--- src/rtl/core/order_book_level_table_defines.svh ---
// Assertion macros used by the order book level table controller.
`ifndef ORDER_BOOK_LEVEL_TABLE_DEFINES_SVH
`define ORDER_BOOK_LEVEL_TABLE_DEFINES_SVH

// Check that an antecedent implies a consequent in the same cycle.
`define OBL_ASSERT_IMPLY(label, clk, rst, ante, cons, msg) \
   label: assert property (@(posedge clk) disable iff (rst) (ante) |-> (cons)) \
      else $error(msg);

// Check that an antecedent implies a consequent in the next cycle.
`define OBL_ASSERT_NEXT(label, clk, rst, ante, cons, msg) \
   label: assert property (@(posedge clk) disable iff (rst) (ante) |=> (cons)) \
      else $error(msg);

`endif

--- src/rtl/core/oblt_pkg.sv ---
// Shared types and codes of the order book level table.
`default_nettype none
package oblt_pkg;

   localparam logic [1:0] REQ_CLEAR = 2'd0;
   localparam logic [1:0] REQ_SNAP  = 2'd1;
   localparam logic [1:0] REQ_DELTA = 2'd2;

   localparam logic [2:0] ST_CLEARED  = 3'd0;
   localparam logic [2:0] ST_INSERTED = 3'd1;
   localparam logic [2:0] ST_ADDED    = 3'd2;
   localparam logic [2:0] ST_REMOVED  = 3'd3;
   localparam logic [2:0] ST_IGNORED  = 3'd4;
   localparam logic [2:0] ST_FULL     = 3'd5;

   // Operation the controller asks of one side table.
   typedef enum logic [1:0] {
      OP_NONE,
      OP_CLEAR,
      OP_UPDATE
   } op_type;

   // Commands from controller to datapath.
   typedef struct packed {
      op_type     op;
      logic       is_ask;
      logic       is_snap;
   } cmd_type;

endpackage
`default_nettype wire

--- src/rtl/core/oblt_ctrl.sv ---
// Controller: handshake and sequencing of compare, commit and response.
`default_nettype none
module oblt_ctrl
   import oblt_pkg::*;
(
   input  wire logic   clock,
   input  wire logic   reset,
   input  wire logic   req_tvalid,
   output logic        req_tready,
   input  wire logic [1:0] req_type,
   input  wire logic   side,
   output logic        rsp_tvalid,
   input  wire logic   rsp_tready,
   output cmd_type     cmd,
   output logic        eval_en,
   output logic        commit_en,
   output logic        fixed_st_valid,
   output logic [2:0]  fixed_st
);

   typedef enum logic [1:0] {S_IDLE, S_COMMIT, S_RESP} state_type;

   state_type   state_ff;
   cmd_type     cmd_ff;
   logic        fixed_valid_ff;
   logic [2:0]  fixed_ff;
   logic        accept;

   assign accept     = req_tvalid && req_tready;
   assign req_tready = (state_ff == S_IDLE) || (state_ff == S_RESP && rsp_tready);
   assign rsp_tvalid = (state_ff == S_RESP);
   assign eval_en    = accept;
   assign commit_en  = (state_ff == S_COMMIT) && cmd_ff.op == OP_UPDATE;
   assign cmd        = (state_ff == S_COMMIT) ? cmd_ff
                                              : cmd_type'{op: OP_NONE, is_ask: cmd_ff.is_ask,
                                                          is_snap: cmd_ff.is_snap};
   assign fixed_st_valid = fixed_valid_ff;
   assign fixed_st       = fixed_ff;

   // sequence each word through compare, commit and response
   always_ff @(posedge clock) begin
      if (reset) begin
         state_ff       <= S_IDLE;
         cmd_ff         <= cmd_type'{op: OP_NONE, is_ask: 1'b0, is_snap: 1'b0};
         fixed_valid_ff <= 1'b0;
         fixed_ff       <= ST_IGNORED;
      end else begin
         case (state_ff)
            S_IDLE, S_RESP: begin
               if (state_ff == S_RESP && rsp_tready)
                  state_ff <= S_IDLE;
               if (accept) begin
                  state_ff       <= S_COMMIT;
                  cmd_ff.is_ask  <= side;
                  cmd_ff.is_snap <= (req_type == REQ_SNAP);
                  case (req_type)
                     REQ_CLEAR: begin
                        cmd_ff.op <= OP_CLEAR; fixed_valid_ff <= 1'b1; fixed_ff <= ST_CLEARED;
                     end
                     REQ_SNAP, REQ_DELTA: begin
                        cmd_ff.op <= OP_UPDATE; fixed_valid_ff <= 1'b0;
                     end
                     default: begin
                        cmd_ff.op <= OP_NONE; fixed_valid_ff <= 1'b1; fixed_ff <= ST_IGNORED;
                     end
                  endcase
               end
            end
            S_COMMIT: state_ff <= S_RESP;
            default:  state_ff <= S_IDLE;
         endcase
      end
   end

   `include "order_book_level_table_defines.svh"
   `OBL_ASSERT_NEXT(a_commit_to_resp, clock, reset, state_ff == S_COMMIT, rsp_tvalid, "no resp")
   `OBL_ASSERT_IMPLY(a_no_accept_commit, clock, reset, state_ff == S_COMMIT, !req_tready, "busy")
   `OBL_ASSERT_NEXT(a_accept_commit, clock, reset, accept, state_ff == S_COMMIT, "no commit")

endmodule
`default_nettype wire

--- config.mk ---
export PLATFORM = sky130hd
export DESIGN_NAME = oblt_ctrl
export DESIGN_NICKNAME = d
export VERILOG_FILES = /design/src/rtl/core/oblt_pkg.sv /design/src/rtl/core/oblt_ctrl.sv
export VERILOG_INCLUDE_DIRS = /design/src /design/src/rtl/core
export SDC_FILE = /design/constraint.sdc
export NUM_CORES = 1
export LEC_CHECK = 0
export BUFFER_PORTS_ARGS = -buffer_cell sky130_fd_sc_hd__buf_4
export CAP_MARGIN = 20
export CORE_AREA = 2 2 39 41
export CTS_CLUSTER_DIAMETER = 120
export CTS_CLUSTER_SIZE = 14
export DETAILED_ROUTE_END_ITERATION = 7
export DIE_AREA = 0 0 41 43
export PLACE_DENSITY = 0.7
export SYNTH_ARGS = -nofsm -noshare
export SYNTH_HDL_FRONTEND = slang
export SYNTH_SLANG_ARGS = --single-unit
--- constraint.sdc ---
create_clock -name clock -period 1.3 [get_ports clock]
set_clock_uncertainty 0.2 [all_clocks]
set_input_delay 0.065 -clock clock [delete_from_list [all_inputs] [get_ports clock]]
set_output_delay 0.065 -clock clock [all_outputs]
set_load 0.01 [all_outputs]
Word-level counts from Yosys, hierarchy flattened
Cells that the tools add are included.
- ROM bits: 0
- latch bits: 0
- memory bits (writable): 0
- flip-flop bits (word level): 10
- output and inout port bits: 12
- memories kept: 0
- input port bits: 7
- add/subtract/negate cells: 0
- eq/ne operators: 6
- reductions and logical operators: 10
- magnitude comparators: 0
- shifts and indexed selects: 0
- muxes and demuxes: 7
- $mul: 0
- divide/modulo/power cells: 0
- bitwise gates (word level): 1
- operator list (cell ; count):
    $pmux W2 S2 ; 2
    $eq A2 B2 Y1 const B ; 3
    $pmux W3 S2 ; 1
    $eq A2 B1 Y1 const B ; 2
    $logic_not A2 Y1 ; 2
    $mux W2 ; 2
    $mux W4 ; 1
    $reduce_or A2 Y1 ; 2
    $logic_and A1 B1 Y1 ; 3
    $ne A3 B3 Y1 const B ; 1
    $reduce_and A3 Y1 ; 1
    $reduce_and A2 Y1 ; 1
    $logic_or A1 B1 Y1 ; 1
    $mux W1 ; 1
    $not A1 Y1 ; 1

Depth between registers and ports, before layout
Gate-level depths: netlist (run 1).
- word-level depth: 6
- mapped depth: 4

Worst setup path before layout (run 1)
Ideal clock, no wire load.
- kind: register to output
- start: register state_ff[0]
- end: output commit_en
- path slack: 0.111 ns
- required time: 1.035 ns
- stages on the path, launching flop included: 4
- path buffers: 0
- arrival: 0.924 ns
- path through: dfxtp_1 > and2b_1 > and2_1 > nor2b_1
- cells in the longest elaborated chain, start to end: 2
- ends and longest elaborated chain (item ; RTL line ; text):
    start, declared ; oblt_ctrl.sv:23 ; state_type state_ff;
    start signal, assigned ; oblt_ctrl.sv:43 ; state_ff <= S_IDLE;
    start signal, assigned ; oblt_ctrl.sv:51 ; state_ff <= S_IDLE;
    start signal, assigned ; oblt_ctrl.sv:53 ; state_ff <= S_COMMIT;
    $eq A2 B1 Y1 ; oblt_ctrl.sv:33 ; assign commit_en = (state_ff == S_COMMIT) && cmd_ff.op == OP_UPDATE;
    $logic_and A1 B1 Y1 ; oblt_ctrl.sv:33 ;
    end, declared ; oblt_ctrl.sv:16 ; output logic commit_en,
Every way passes these cells.

Worst setup path after layout (run 1)
- start: register state_ff[1]
- end: output commit_en
Same word-level chain as after synthesis.

==> results of run 1 <==
-- cell type report --
| type | instances | share of cell area, % |
|---|---|---|
| Multi-Input combinational cell | 37 | 38.3 |
| Inverter | 3 | 1.57 |
| Sequential cell | 8 | 22.6 |
| Timing Repair Buffer | 27 | 31.5 |
| Clock buffer | 3 | 3.14 |
| Tap cell | 16 | 2.79 |
-- final timing paths --
check	start	to	slack (ns)	cells after the start
max	state_ff[1]	commit_en	-0.16	4
max reg2reg	state_ff[1]	fixed_st_valid	0	5
min reg2reg	cmd_ff[0]	cmd_ff[0]	0.29	2
min	req_tvalid	state_ff[0]	-0.05	3
-- worst reg2reg max path, stage by stage, from the launching register on --
cell and delay, ns:
dfxtp_2 0.32, buf_4 0.11, nor2b_4 0.22, nor2_4 0.06
buf_4 0.13, a211oi_2 0.19
-- cells in the mapped netlist, types with 2 or more instances --
cell type / count
a21oi_1: 5
ha_1: 3
nand3_1: 4
and2_1: 2
buf_4: 4
nor2_1: 3
nor2b_1: 3
inv_1: 3
o21ai_0: 3
dfxtp_1: 8
-- repair_timing --
action	in CTS	in global routing
setup buffers	5	4
resized for setup	5	10
pin swaps	2	4
endpoints found under the setup margin	5	10
endpoints found under the hold margin	8	1
-- state kept, by name, indices dropped and copies added, names as in the netlist --
signal,flops
state_ff,2
fixed_st_valid,1
cmd_ff,4
fixed_st,1
-- per-layer routing --
metal,track usage [%],wire length (um),vias up
met2,21.9,574,17
met1,15.3,436,201
met4,12.0,46,0
met5,0,0,-
met3,1.57,62,5
li1,-,-,218
-- per-stage QoR --
stage | utilization, % | worst slack (ns)
floorplan | - | 0.111
global placement | 41.0 | 0.0807
detailed placement | 41.0 | 0.0805
CTS | 47.8 | -0.130
global route | 51.9 | -0.192
finish | 51.9 | -0.157
-- power breakdown --
group	total, uW	internal (uW)	leakage (uW)	switching (uW)
sequential	270	261	0.0000664	8.93
clock	196	106	0.0000138	89.7
combinational	163	89.2	0.000252	74.3
-- cell families after synthesis --
group / count (synthesis) / share of synthesized area [%]
and+or+nand+nor: 20 / 28.8
AOI/OAI and AO/OA: 11 / 14.1
buffers and inverters: 9 / 12.0
DFF: 8 / 34.1
adders and majority gates: 3 / 8.00
muxes: 1 / 2.13
other: 1 / 0.799
==> results.sh, run 1 <==
export IMPL_finalCritPeriodShare_pct=112
export IMPL_power_uw=629
export IMPL_hold_buffers=2
export IMPL_crit_fanout=3
export IMPL_synth_area_per_cell_um2=8.85
export IMPL_setup_violations=6
export IMPL_path_clk_slew_ns=0.05
export IMPL_ios=19
export IMPL_placement_io_buffers=16
export IMPL_diodes=0
export IMPL_register_area_um2=163
export IMPL_p_leak_uw=0.000332
export IMPL_endpoint_kind="output port"
export IMPL_drcViolationCount=0
export IMPL_clkSinkCount=8
export IMPL_synthTopCellsByArea="dfxtp_1 (34%), ha_1 (8.0%), buf_4 (6.4%), a21oi_1 (5.3%), nand3_1 (4.3%)"
export IMPL_cp_required_ns=1.03
export IMPL_die_area_um2=1760
export IMPL_synth_edf_count=0
export IMPL_powerDensity_nw_per_um2=875
export IMPL_grt_usage_pct=13.9
export IMPL_instances_no_fill=94
export IMPL_netlist_area_um2=469
export IMPL_grt_pass1_vias=392
export IMPL_tritoncts="done"
export IMPL_nets=90
export IMPL_slowest_delay_ns=0.32
export IMPL_cts_buffer_depth=2
export IMPL_layout_common_cells="buf_4 (20), dfxtp_1 (6), a21oi_1 (5), buf_6 (5), nand3_1 (4)"
export IMPL_status="finished, violations left"
export IMPL_overflow=0
export IMPL_wl_per_cell_um=11.9
export IMPL_grt_pass1_wl_um=1610
export IMPL_cap_violations=0
export IMPL_min_period_ns=1.46
export IMPL_cp_top_family="simple AND/OR/NAND/NOR gates"
export IMPL_grt_max_degree=10
export IMPL_first_pass_iters=4
export IMPL_synth_seq_cells=8
export IMPL_rsz0062_at_grt="yes"
export IMPL_critical_path_class="flop to output port"
export IMPL_path_cells="and2b_2, and2_4, nor2b_1, buf_4"
export IMPL_synthArstFlopShare_pct=0
export IMPL_seq_area_frac_synth_pct=34.1
export IMPL_hold_violations=1
export IMPL_drt_iter0_markers=20
export IMPL_multi_input_area_um2=275
export IMPL_grt_antenna_before_repair=0
export IMPL_fillers=135
export IMPL_worstSkewPairLatency_ns=0.26
export IMPL_synth_distinct_cells=25
export IMPL_finalSetupTns_ns=-0.515
export IMPL_critical_path_buf_inv_count=1
export IMPL_maxSlewViolCount=0
export IMPL_yosysTopAreaCell="dfxtp_1"
export IMPL_vias=441
export IMPL_rows=14
export IMPL_cts_root_buf="clkbuf_4"
export IMPL_hold_ws_ns=-0.0470
export IMPL_htreeDepth=1
export IMPL_violations="hold timing, setup timing"
export IMPL_cpMaxStageDelayCell="dfxtp_2"
export IMPL_critPathArrivalTime_ns=1.19
export IMPL_place_congestion=0.749
export IMPL_dp_cells=80
export IMPL_syn2layout_area_growth_pct=53.1
export IMPL_dpl_instance_area_um2=568
export IMPL_vias_per_cell=4.69
export IMPL_layout_drive_gt1_share_pct=51.3
export IMPL_ir_worst_vdd_uv=377
export IMPL_yosys_warnings=0
export IMPL_fin_area_um2=718
export IMPL_fmax_ghz=0.686
export IMPL_ys_flop_type="dfxtp_1"
export IMPL_fin_ws_ns=-0.157
export IMPL_layout_commonest_cell="buf_4"
export IMPL_die_w_um=41
export IMPL_design_core_area_um2=1380
export IMPL_drt_total_wl_um=1120
export IMPL_numCtsBuffers=3
export IMPL_postRouteAntennaNets=0
export IMPL_synth_top_area_share_pct=34.1
export IMPL_dieHeight_um=43
export IMPL_start_kind="flop"
export IMPL_hold_class="input pin to flop"
export IMPL_netlist_instances=53
export IMPL_initial_core_util_pct=33.9
Note: power is estimated with default switching activity, not from simulation.
==> run 2: changes to the inputs <==
- SKIP_LAST_GASP: default -> 1
==> results.sh, run 2 (synthesis gave the netlist of run 1 again) <==
export IMPL_overflow=0
export IMPL_initial_core_util_pct=33.9
export IMPL_start_kind="flop"
export IMPL_path_clk_slew_ns=0.05
export IMPL_worstSkewPairLatency_ns=0.25
export IMPL_p_int_uw=455
export IMPL_grt_max_degree=10
export IMPL_first_pass_iters=4
export IMPL_rows=14
export IMPL_status="finished, violations left"
export IMPL_reg_top3="cmd_ff x4, state_ff x2"
export IMPL_die_w_um=41
export IMPL_postRouteAntennaNets=0
export IMPL_diodes=0
export IMPL_min_period_ns=1.45
export IMPL_pwr_share_seq_pct=43.3
export IMPL_layout_commonest_cell="buf_4"
export IMPL_powerDensity_nw_per_um2=870
export IMPL_grt_usage_pct=13.9
export IMPL_fin_area_um2=714
export IMPL_numCtsBuffers=3
export IMPL_wl_per_cell_um=11.8
export IMPL_drt_total_wl_um=1110
export IMPL_violations="hold timing, setup timing"
export IMPL_placement_io_buffers=16
export IMPL_critical_path_class="flop to output port"
export IMPL_nets=90
export IMPL_layout_drive_gt1_share_pct=50.0
export IMPL_maxSlewViolCount=0
export IMPL_dpl_instance_area_um2=568
export IMPL_syn2layout_area_growth_pct=52.3
export IMPL_design_core_area_um2=1380
export IMPL_vias_per_cell=4.81
export IMPL_grt_pass1_wl_um=1610
export IMPL_fin_ws_ns=-0.150
export IMPL_p_leak_uw=0.000331
export IMPL_place_congestion=0.749
export IMPL_cap_violations=0
export IMPL_endpoint_kind="output port"
export IMPL_finalCritPeriodShare_pct=112
export IMPL_pwr_share_clk_pct=30.5
export IMPL_crit_fanout=3
export IMPL_power_frac_comb_pct=26.2
export IMPL_ir_worst_vdd_uv=375
export IMPL_layout_common_cells="buf_4 (20), dfxtp_1 (6), a21oi_1 (5), buf_6 (5), nand3_1 (4)"
export IMPL_die_area_um2=1760
export IMPL_drt_iter0_markers=13
export IMPL_setup_violations=6
export IMPL_cts_root_buf="clkbuf_4"
export IMPL_hold_class="input pin to flop"
export IMPL_hold_buffers=2
export IMPL_fillers=137
export IMPL_ios=19
export IMPL_largest_register_ff_count=4
export IMPL_dp_cells=80
export IMPL_htreeDepth=1
export IMPL_clkSinkCount=8
export IMPL_vias=452
export IMPL_drcViolationCount=0
export IMPL_regMostFlops="cmd_ff"
export IMPL_cts_buffer_depth=2
export IMPL_grt_pass1_vias=392
export IMPL_instances_no_fill=94
export IMPL_dieHeight_um=43
export IMPL_power_switching_uw=167
export IMPL_power_uw=622
export IMPL_tritoncts="done"
export IMPL_p_sw_share_pct=26.8
export IMPL_fmax_ghz=0.690
export IMPL_grt_antenna_before_repair=0
export IMPL_rsz0062_at_grt="yes"
export IMPL_critPathArrivalTime_ns=1.19
export IMPL_pre_cts_slack_ns=0.0805
export IMPL_cp_required_ns=1.03
export IMPL_ff2ff_setup_slack_ns=-0.04
export IMPL_hold_violations=1
export IMPL_hold_ws_ns=-0.0491
run 2: cell counts in the layout (fill, tap and decap cells not counted):
Identical to the previous run, type by type.
run 2: final timing paths:
kind                     from          end  depth (start not counted)
hold / removal     req_tvalid  state_ff[0]                          3
hold reg to reg     cmd_ff[1]    cmd_ff[1]                          2
setup reg to reg  state_ff[1]    cmd_ff[3]                          5
setup / recovery  state_ff[1]    commit_en                          4
run 2: power groups by stage:
stage | registers (uW) | clock network [uW] | logic, uW
after floorplan | 274 | 0 | 79.2
after global placement | 274 | 0 | 117
after detailed placement | 275 | 0 | 119
after CTS | 269 | 194 | 139
after global routing | 271 | 199 | 175
final | 269 | 190 | 163
run 2: per-stage QoR:
stage                     setup TNS [ns]  utilization [%]  hold slack, ns
after detailed placement               0             41.0           0.111
after floorplan                        0                -          0.0127
after global placement                 0             41.0           0.110
final                             -0.513             51.6         -0.0491
after global routing              -0.825             51.6         -0.0345
after CTS                         -0.281             47.8         -0.0709
run 2: layout make-up:
class / count / area [um2] / area share (%)
inverters: 3 / 11.3 / 1.58
multi-input cells: 37 / 272 / 38.0
repair buffers: 27 / 226 / 31.7
well taps: 16 / 20.0 / 2.80
flip-flops and latches: 8 / 163 / 22.8
clock buffers: 3 / 22.5 / 3.15
run 2: what timing repair did:
item	CTS	global route
gates cloned	0	0
pin swaps	2	4
endpoints found under the setup margin	5	10
gates resized for setup	5	8
endpoints found under the hold margin	8	1
buffers inserted	5	4
run 2: worst max-delay path: stages, from the launching register on:
cell and delay, ns:
dfxtp_2 0.32, and2b_2 0.22, and2_4 0.14, nor2b_1 0.12, buf_4 0.13
run 2: layer usage:
metal  global-route usage, %  part of all wire, %  up-vias
met5                       0                    0        -
met4                    12.0                  3.1        0
met3                    1.57                  6.4        6
met2                    21.9                   53       20
met1                    15.3                   38      207
li1                        -                    -      219
